[src/hw/rtl/lpvd_pkg.sv]
// ----------------------------------------------------------------------------
// lpvd_pkg: shared definitions for the length-prefixed varint triple decoder
// Value width, varint constants and result status codes.
// ----------------------------------------------------------------------------
package lpvd_pkg;

  // width kept for each decoded value
  localparam int VALUE_BITS = 32;

  // varint byte layout
  localparam logic [7:0] CONT_MASK = 8'h80;
  localparam logic [7:0] DATA_MASK = 8'h7f;
  localparam int         GROUP_BITS = 7;

  // tenth byte of a varint may only carry the top bit of a 64-bit value
  localparam logic [3:0] LAST_POS      = 4'd9;
  localparam logic [7:0] LAST_BYTE_MAX = 8'd1;

  // values per frame
  localparam logic [1:0] NUM_FIELDS = 2'd3;

  // result status codes
  typedef logic [1:0] status_t;
  localparam status_t ST_OK        = 2'd0;
  localparam status_t ST_MALFORMED = 2'd1;
  localparam status_t ST_TRUNCATED = 2'd2;

  typedef logic [VALUE_BITS-1:0] value_t;

endpackage

[src/hw/rtl/length_prefixed_varint_triple_decoder.sv]
// ----------------------------------------------------------------------------
// length_prefixed_varint_triple_decoder
// Decodes framed streams of three unsigned base-128 varints per frame.
// ----------------------------------------------------------------------------
// Takes one byte per cycle. A frame is a two-byte big-endian length and then
// that many payload bytes holding velocity, rpm and fuel as unsigned
// base-128 varints, each kept as its low 32 bits. One result per frame is
// presented on the output register in the cycle after the frame's last byte
// (the length low byte for an empty frame); status 1 marks an overlong
// varint, status 2 a frame that ended before three values. Every byte passes
// through the decode logic; the input stalls only when a byte would finish a
// frame while the previous result is still held on a stalled output.
// ----------------------------------------------------------------------------
module length_prefixed_varint_triple_decoder (
  input  logic                                clk,
  input  logic                                rst,
  input  logic                                in_valid,
  output logic                                in_stall,
  input  logic [7:0]                          data_byte,
  output logic                                out_valid,
  input  logic                                out_stall,
  output logic [lpvd_pkg::VALUE_BITS-1:0]     velocity,
  output logic [lpvd_pkg::VALUE_BITS-1:0]     rpm,
  output logic [lpvd_pkg::VALUE_BITS-1:0]     fuel,
  output lpvd_pkg::status_t                   status
);

  localparam logic [1:0] PH_LEN_HI  = 2'd0;
  localparam logic [1:0] PH_LEN_LO  = 2'd1;
  localparam logic [1:0] PH_PAYLOAD = 2'd2;

  // frame state
  logic [1:0]        phase, phase_next;
  logic [15:0]       bytes_left, bytes_left_next;
  logic [1:0]        field_number, field_number_next;
  lpvd_pkg::value_t  accumulator, accumulator_next;
  logic [3:0]        byte_position, byte_position_next;
  lpvd_pkg::value_t  first_value, first_value_next;
  lpvd_pkg::value_t  second_value, second_value_next;
  lpvd_pkg::value_t  third_value, third_value_next;
  logic              malformed, malformed_next;

  logic              accept;
  logic              frame_end;
  logic [6:0]        shift_amt;
  logic [63:0]       shifted;
  lpvd_pkg::value_t  acc_merged;
  logic [15:0]       len_full;
  logic [15:0]       left_dec;
  lpvd_pkg::status_t status_next;

  // placed group of the current byte
  assign shift_amt  = 7'(byte_position) * 7'(lpvd_pkg::GROUP_BITS);
  assign shifted    = {56'd0, data_byte & lpvd_pkg::DATA_MASK} << shift_amt[5:0];
  assign acc_merged = accumulator | shifted[lpvd_pkg::VALUE_BITS-1:0];
  assign len_full   = {bytes_left[15:8], data_byte};
  assign left_dec   = bytes_left - 16'd1;

  // per-byte decode
  always_comb begin
    phase_next         = phase;
    bytes_left_next    = bytes_left;
    field_number_next  = field_number;
    accumulator_next   = accumulator;
    byte_position_next = byte_position;
    first_value_next   = first_value;
    second_value_next  = second_value;
    third_value_next   = third_value;
    malformed_next     = malformed;
    frame_end          = 1'b0;
    unique case (phase)
      PH_LEN_LO: begin
        bytes_left_next = len_full;
        phase_next      = PH_PAYLOAD;
        frame_end       = (len_full == 16'd0);
      end
      PH_PAYLOAD: begin
        if (!malformed && field_number < lpvd_pkg::NUM_FIELDS) begin
          if (byte_position >= lpvd_pkg::LAST_POS && data_byte > lpvd_pkg::LAST_BYTE_MAX) begin
            malformed_next = 1'b1;
          end else if ((data_byte & lpvd_pkg::CONT_MASK) != 8'd0) begin
            accumulator_next   = acc_merged;
            byte_position_next = byte_position + 4'd1;
          end else begin
            unique case (field_number)
              2'd0:    first_value_next  = acc_merged;
              2'd1:    second_value_next = acc_merged;
              default: third_value_next  = acc_merged;
            endcase
            field_number_next  = field_number + 2'd1;
            accumulator_next   = '0;
            byte_position_next = 4'd0;
          end
        end
        bytes_left_next = left_dec;
        frame_end       = (left_dec == 16'd0);
      end
      default: begin
        bytes_left_next = {data_byte, 8'd0};
        phase_next      = PH_LEN_LO;
      end
    endcase
  end

  // status of a finishing frame
  always_comb begin
    priority if (malformed_next) begin
      status_next = lpvd_pkg::ST_MALFORMED;
    end else if (field_number_next < lpvd_pkg::NUM_FIELDS) begin
      status_next = lpvd_pkg::ST_TRUNCATED;
    end else begin
      status_next = lpvd_pkg::ST_OK;
    end
  end

  // hold off only a frame-ending byte while the result register is blocked
  assign in_stall = out_valid && out_stall && frame_end;
  assign accept   = in_valid && !in_stall;

  // frame state registers
  always_ff @(posedge clk) begin
    if (rst || (accept && frame_end)) begin
      phase         <= PH_LEN_HI;
      bytes_left    <= '0;
      field_number  <= '0;
      accumulator   <= '0;
      byte_position <= '0;
      first_value   <= '0;
      second_value  <= '0;
      third_value   <= '0;
      malformed     <= 1'b0;
    end else if (accept) begin
      phase         <= phase_next;
      bytes_left    <= bytes_left_next;
      field_number  <= field_number_next;
      accumulator   <= accumulator_next;
      byte_position <= byte_position_next;
      first_value   <= first_value_next;
      second_value  <= second_value_next;
      third_value   <= third_value_next;
      malformed     <= malformed_next;
    end
  end

  // result register control
  always_ff @(posedge clk) begin
    if (rst) begin
      out_valid <= 1'b0;
    end else if (accept && frame_end) begin
      out_valid <= 1'b1;
    end else if (!out_stall) begin
      out_valid <= 1'b0;
    end
  end

  // result payload
  always_ff @(posedge clk) begin
    if (accept && frame_end) begin
      velocity <= first_value_next;
      rpm      <= second_value_next;
      fuel     <= third_value_next;
      status   <= status_next;
    end
  end

endmodule
[config.mk]
export PLATFORM = sky130hd
export DESIGN_NAME = length_prefixed_varint_triple_decoder
export DESIGN_NICKNAME = d
export VERILOG_FILES = /design/src/hw/rtl/lpvd_pkg.sv /design/src/hw/rtl/length_prefixed_varint_triple_decoder.sv
export SDC_FILE = /design/constraint.sdc
export NUM_CORES = 1
export LEC_CHECK = 0
export BUFFER_PORTS_ARGS = -buffer_cell sky130_fd_sc_hd__buf_2
export CAP_MARGIN = 25
export CORE_AREA = 4 4 143 145
export DETAILED_ROUTE_END_ITERATION = 16
export DIE_AREA = 0 0 147 149
export PLACE_DENSITY_LB_ADDON = 0.08
export SETUP_SLACK_MARGIN = 0.15
export SLEW_MARGIN = 5
export SYNTH_ARGS = -nofsm -noshare
export SYNTH_HDL_FRONTEND = slang
export SYNTH_SLANG_ARGS = --single-unit
export TNS_END_PERCENT = 10
[constraint.sdc]
create_clock -name clk -period 6.7 [get_ports clk]
set_input_delay 0.335 -clock clk [delete_from_list [all_inputs] [get_ports clk]]
set_output_delay 0.335 -clock clk [all_outputs]
set_load 0.03 [all_outputs]
Yosys cells after proc, flatten, opt, wreduce, memory -nomap -nowiden
Index checks and enable logic that the tools add are counted.

Equal/unequal tests: 4. Shifts and indexed selects: 1. $add $sub $neg: 3. Bitwise operators: 4. Muxes and demuxes: 30. Multiply operators: 1. Magnitude comparators: 4. Reduce and logical (&&, ||, !) cells: 16.

Operator list (number): $mux W32 (16); $logic_not A16 Y1 (2); $or A32 B32 Y32 (1); $pmux W16 S2 (1); $shl A7 B6 Y32 (1); $sub A16 B1 Y16 const B (1); $mux W2 (5); $gt A8 B1 Y1 const B (1); $logic_and A1 B1 Y1 (6); $mul A4 B3 Y6 const B (1); $mux W1 (5); $add A4 B1 Y4 const B (1); $eq A2 B1 Y1 const B (2); $ge A4 B4 Y1 const B (1); $lt A2 B2 Y1 const B (2); $mux W4 (1); $pmux W2 S2 (1); $reduce_and A2 Y1 (2); $reduce_and A4 Y1 (1); $not A1 Y1 (3); $add A2 B1 Y2 const B (1); $eq A2 B2 Y1 const B (1); $logic_not A1 Y1 (2); $logic_not A2 Y1 (1); 4 further kinds (4).

Input port bits: 12. Word-level logic and storage cells: 78. Bits in registers: 252.

Depth between registers and ports, before layout
Word-level depth: 8. Gate-level depth with buffers: 13. Mapped depth without buffers: 10.

Worst setup path after synthesis
No wires, ideal clock.

Path kind: reg2reg. Start point: register bytes_left[0]. End point: register fuel[0] (netlist bit), enable pin. Data arrival time: 4192 ps. Stages on the path, launching flop included: 10. Library setup time: 451 ps. Setup slack: 2057 ps. Cells stage by stage: dfxtp_1 inv_1 ha_1 or4b_1 buf_2 o41ai_2 nand4_1 o41ai_2 nand2_1 inv_1.

Word-level cells in the longest chain between the ends: 7.

RTL lines: start: declaration (line length_prefixed_varint_triple_decoder.sv:34) `logic [15:0] bytes_left, bytes_left_next;`; start signal: assignment (line length_prefixed_varint_triple_decoder.sv:134) `bytes_left <= bytes_left_next;`; $sub A16 B1 Y16 * (line length_prefixed_varint_triple_decoder.sv:57) `assign left_dec = bytes_left - 16'd1;`; $logic_not A16 Y1 * (line length_prefixed_varint_triple_decoder.sv:96) `frame_end = (left_dec == 16'd0);`; $pmux W1 S2 * (line length_prefixed_varint_triple_decoder.sv:71) `unique case (phase)`; $logic_and A1 B1 Y1 (line length_prefixed_varint_triple_decoder.sv:117) `assign in_stall = out_valid && out_stall && frame_end;`; $logic_not A1 Y1 (line length_prefixed_varint_triple_decoder.sv:118) `assign accept = in_valid && !in_stall;`; $logic_and A1 B1 Y1 (line length_prefixed_varint_triple_decoder.sv:118); $logic_and A1 B1 Y1 * (line length_prefixed_varint_triple_decoder.sv:158) `if (accept && frame_end) begin`; end signal: assignment (line length_prefixed_varint_triple_decoder.sv:161) `fuel <= third_value_next;`; end: declaration (line length_prefixed_varint_triple_decoder.sv:24) `output logic [lpvd_pkg::VALUE_BITS-1:0] fuel,`.

Every way passes the cells marked *; elsewhere a longest branch is shown, timed or not. A chain may end at the register's enable or synchronous reset.

Worst setup path in the final report
Start point: register byte_position[0]. End point: register second_value[17].

Word-level cells in the longest chain between the ends: 8. Elaborated cells between the ends (all ways): 10.

RTL lines: start: declaration (line length_prefixed_varint_triple_decoder.sv:37) `logic [3:0] byte_position, byte_position_next;`; start signal: assignment (line length_prefixed_varint_triple_decoder.sv:137) `byte_position <= byte_position_next;`; $mul A4 B3 Y6 (line length_prefixed_varint_triple_decoder.sv:53) `assign shift_amt = 7'(byte_position) * 7'(lpvd_pkg::GROUP_BITS);`; $shl A7 B6 Y32 (line length_prefixed_varint_triple_decoder.sv:54) `assign shifted = {56'd0, data_byte & lpvd_pkg::DATA_MASK} << shift_amt[5:0];`; $or A32 B32 Y32 (line length_prefixed_varint_triple_decoder.sv:55) `assign acc_merged = accumulator | shifted[lpvd_pkg::VALUE_BITS-1:0];`; $mux W32 (line length_prefixed_varint_triple_decoder.sv:85) `unique case (field_number)`; $mux W32 (line length_prefixed_varint_triple_decoder.sv:81) `end else if ((data_byte & lpvd_pkg::CONT_MASK) != 8'd0) begin`; $mux W32 * (line length_prefixed_varint_triple_decoder.sv:79) `if (byte_position >= lpvd_pkg::LAST_POS && data_byte > lpvd_pkg::LAST_BYTE_MAX) begin`; $mux W32 * (line length_prefixed_varint_triple_decoder.sv:78) `if (!malformed && field_number < lpvd_pkg::NUM_FIELDS) begin`; $mux W32 * (line length_prefixed_varint_triple_decoder.sv:71); net second_value_next[17] (line length_prefixed_varint_triple_decoder.sv:39) `lpvd_pkg::value_t second_value, second_value_next;`; end signal: assignment (line length_prefixed_varint_triple_decoder.sv:139) `second_value <= second_value_next;`; end: declaration (line length_prefixed_varint_triple_decoder.sv:39).

Mark *: on every way through the listed nets, which the timed path passes. The rest lies on a longest branch.

==> qor.txt <==
Via density: 5.74
mapped cell area: 11100 um2
clk buf depth: 3
f_max: 0.210 GHz
gate count after technology mapping: 1182
Yosys warnings: 0
Vias: 8825
Max Slew Vio Count: 0
WL per Instance: 16.6 um
root buffer cell: clkbuf_16
CTS Buf Count: 26
Leakage: 4.54 nW
CP max-delay cell: dfxtp_1
Post-Place Cell Area: 11800 um2
routed wl met3: 1400 um
area growth from synthesis to layout: 14.2%
Worst Setup Start Kind: flip-flop
Most used DFF post-synth: dfxtp_1
DRC: 0
post-CTS sizing: 0
post-route cell area: 12700 um2
min Tclk post-route: 4.76 ns
EDFF count, synth: 98
actual slew at the worst max-slew pin: 1.04 ns
total wire length: 25600 um
Met1 Wirelength: 11800 um
crit path cell chain: fa_1, ha_1, fa_1, inv_1, or3_1, mux2i_1, a221oi_1, o21ai_0, mux2i_1, nor2_1
Peak VDD IR: 0.169 mV
Slew headroom: 29.9%
residual overflow from global routing: 0
Clock transition at path regs: 0.06 ns
Arrival @ worst endpoint: 5.20 ns
period utilisation layout: 71.0%
Cell Pwr Density: 252 nW/um2
largest net degree at the start of global routing: 75
Yosys reg bits: 252
1st-pass router iterations: 5
Worst Path Buf+Inv: 1
first-pass GRT wire length: 42000 um
worst path required time: 7.14 ns
Setup-failing EPs final: 0
clock skew: 0.0141 ns
post-synthesis sequential area ratio: 54.1%
Die Wd: 147 um
full die area: 21900 um2
Setup Crit Path Kind: reg2reg
TritonCTS clock tree: done
syn_area_per_cell: 9.43 um2
kind of cell adding the most delay to the critical path: adder cells
RSZ-0062 raised after global routing: false
asr flop ratio synth: 0%
CP max FO: 19
maxcap violations: 0
antenna viol nets, final: 0
vias in the first global route: 8118
Syn Nets: 1215
outcome: finished clean
antenna violations before repair: 0
DR iter-0 viols: 557
met2 WL: 12000 um
Post-Place Setup Slack: 2.11 ns
Top Metal Used: met4
H-tree levels: 1
nature of the critical path endpoint: flip-flop
placeable core area: 19200 um2
gpl congestion: 0.864
nets: 1286
# diodes: 0
die height: 149 um
Final Non-Filler Cells: 1538
# port buffers: 111
Rows: 51
Starting Density: 58.0%
max incr delay on CP: 0.79 ns
Worst-Skew Late Latency: 0.53 ns
Distinct cells, synth: 60
HP Class: in2reg
Placed Cells: 1487
Boundary Pins: 112
Total GRT Usage: 23.0%
Layout Utilization: 66.3%
CTS Sinks: 252
TNS Setup: 0 ns
HPWL Detailed: 16300 um
layout cell share with drive strength beyond 1: 16.0%
Final Hold Fails: 0
worst setup margin: 1.94 ns
-- registers in the layout (all words and copies together), names as in the netlist --
name           count
bytes_left        16
first_value       32
rpm               32
third_value       32
field_number       2
accumulator       32
second_value      32
fuel              32
status             2
byte_position      4
malformed          1
phase              2
velocity          32
out_valid          1
-- path summary, 6_finish.rpt --
kind / start / end / slack, ns / depth (start not counted)
setup / recovery: byte_position[0] / second_value[17] / 1.94 / 10
hold / removal: out_stall / out_valid / 0.16 / 3
setup reg to reg: byte_position[0] / second_value[17] / 1.94 / 10
hold reg to reg: second_value[3] / second_value[3] / 0.45 / 2
-- cells in the mapped netlist (2+ instances only) --
master	instances	area, um2
a211oi_1	30	225
a21o_1	9	67.6
a21oi_1	128	641
a221oi_1	9	78.8
a22o_1	2	17.5
a22oi_1	3	22.5
a31oi_1	28	175
a32o_1	2	20.0
a41oi_1	4	35.0
and2_1	9	56.3
buf_1	3	11.3
buf_2	14	70.1
buf_4	3	22.5
buf_6	4	45.0
clkbuf_1	58	218
dfxtp_1	154	3080
edfxtp_1	98	2940
fa_1	4	80.1
ha_1	17	213
inv_1	19	71.3
mux2_2	3	33.8
mux2i_1	27	270
mux4_2	4	90.1
nand2_1	240	901
nand2b_1	4	25.0
nand3_1	13	65.1
nand3b_1	5	37.5
nand4b_1	2	17.5
nor2_1	67	251
nor2_2	10	62.6
nor2_4	10	113
nor2b_1	12	75.1
nor3_1	10	50.1
nor4_1	9	56.3
o2111ai_1	3	26.3
o211ai_1	2	15.0
o21ai_0	121	606
o31ai_1	3	22.5
o41ai_1	4	35.0
o41ai_2	2	32.5
or3_1	8	50.1
or4_1	2	15.0
xnor2_1	2	17.5
xor2_1	5	43.8
-- through the flow --
stage | power [mW] | hold WS (ns)
after floorplan | 1.76 | 0.404
after global placement | 1.81 | 0.437
after detailed placement | 1.81 | 0.444
after CTS | 3.23 | 0.152
after global routing | 3.31 | 0.179
final | 3.20 | 0.165
-- cell families (layout without fill, tap and decap cells) --
group	Yosys count	count (layout)	synth area share, %
multiplexers	34	34	3.54
buffers and inverters	102	193	4.06
AO/OA/AOI/OAI	357	357	18.6
flip-flops	252	252	54.1
adder cells (fa/ha/maj)	21	21	2.63
AND/OR/NAND/NOR	409	409	16.5
XOR/XNOR	7	7	0.550
-- timing repair --
action / in CTS / in global routing
endpoints found under the hold margin: 1 / 0
setup buffers: 0 / 0
hold buffers: 1 / 0
-- worst reg2reg max path: stages, from the launching register on --
cell      delay, ns
dfxtp_1        0.79
fa_1           0.53
ha_1           0.24
fa_1           0.78
inv_1          0.20
or3_1          0.40
mux2i_1        0.79
a221oi_1       0.30
o21ai_0        0.36
mux2i_1        0.15
nor2_1         0.15
-- cell type report --
| cell class | count | area (um2) |
|---|---|---|
| Fill cell | 1525 | 6480 |
| Sequential cell | 252 | 6030 |
| Multi-Input combinational cell | 828 | 4750 |
| Clock buffer | 38 | 746 |
| Timing Repair Buffer | 126 | 688 |
| Tap cell | 265 | 332 |
| Clock inverter | 10 | 118 |
| Inverter | 19 | 72.6 |
-- layer usage --
metal | up-vias | track usage (%)
li1 | 4354 | -
met1 | 4205 | 33.4
met2 | 234 | 37.3
met3 | 32 | 3.13
met4 | 0 | 5.36
met5 | - | 0
-- cell usage in the layout, fill, tap and decap left out, types with 12 or more instances in the layout --
cell type	instances
a21oi_1	127
clkbuf_16	26
buf_2	112
a31oi_1	28
nor2_1	67
nand2_1	240
dfxtp_1	154
inv_1	18
nor2b_1	12
o21ai_0	121
a211oi_1	30
nand3_1	13
ha_1	17
mux2i_1	27
edfxtp_1	98
-- report_power, final --
part	switching [mW]	internal (mW)
sequential	0.0112	1.59
clock	0.577	0.851
combinational	0.122	0.0519
total	0.711	2.49
Note: power is estimated with default switching activity, not from simulation.
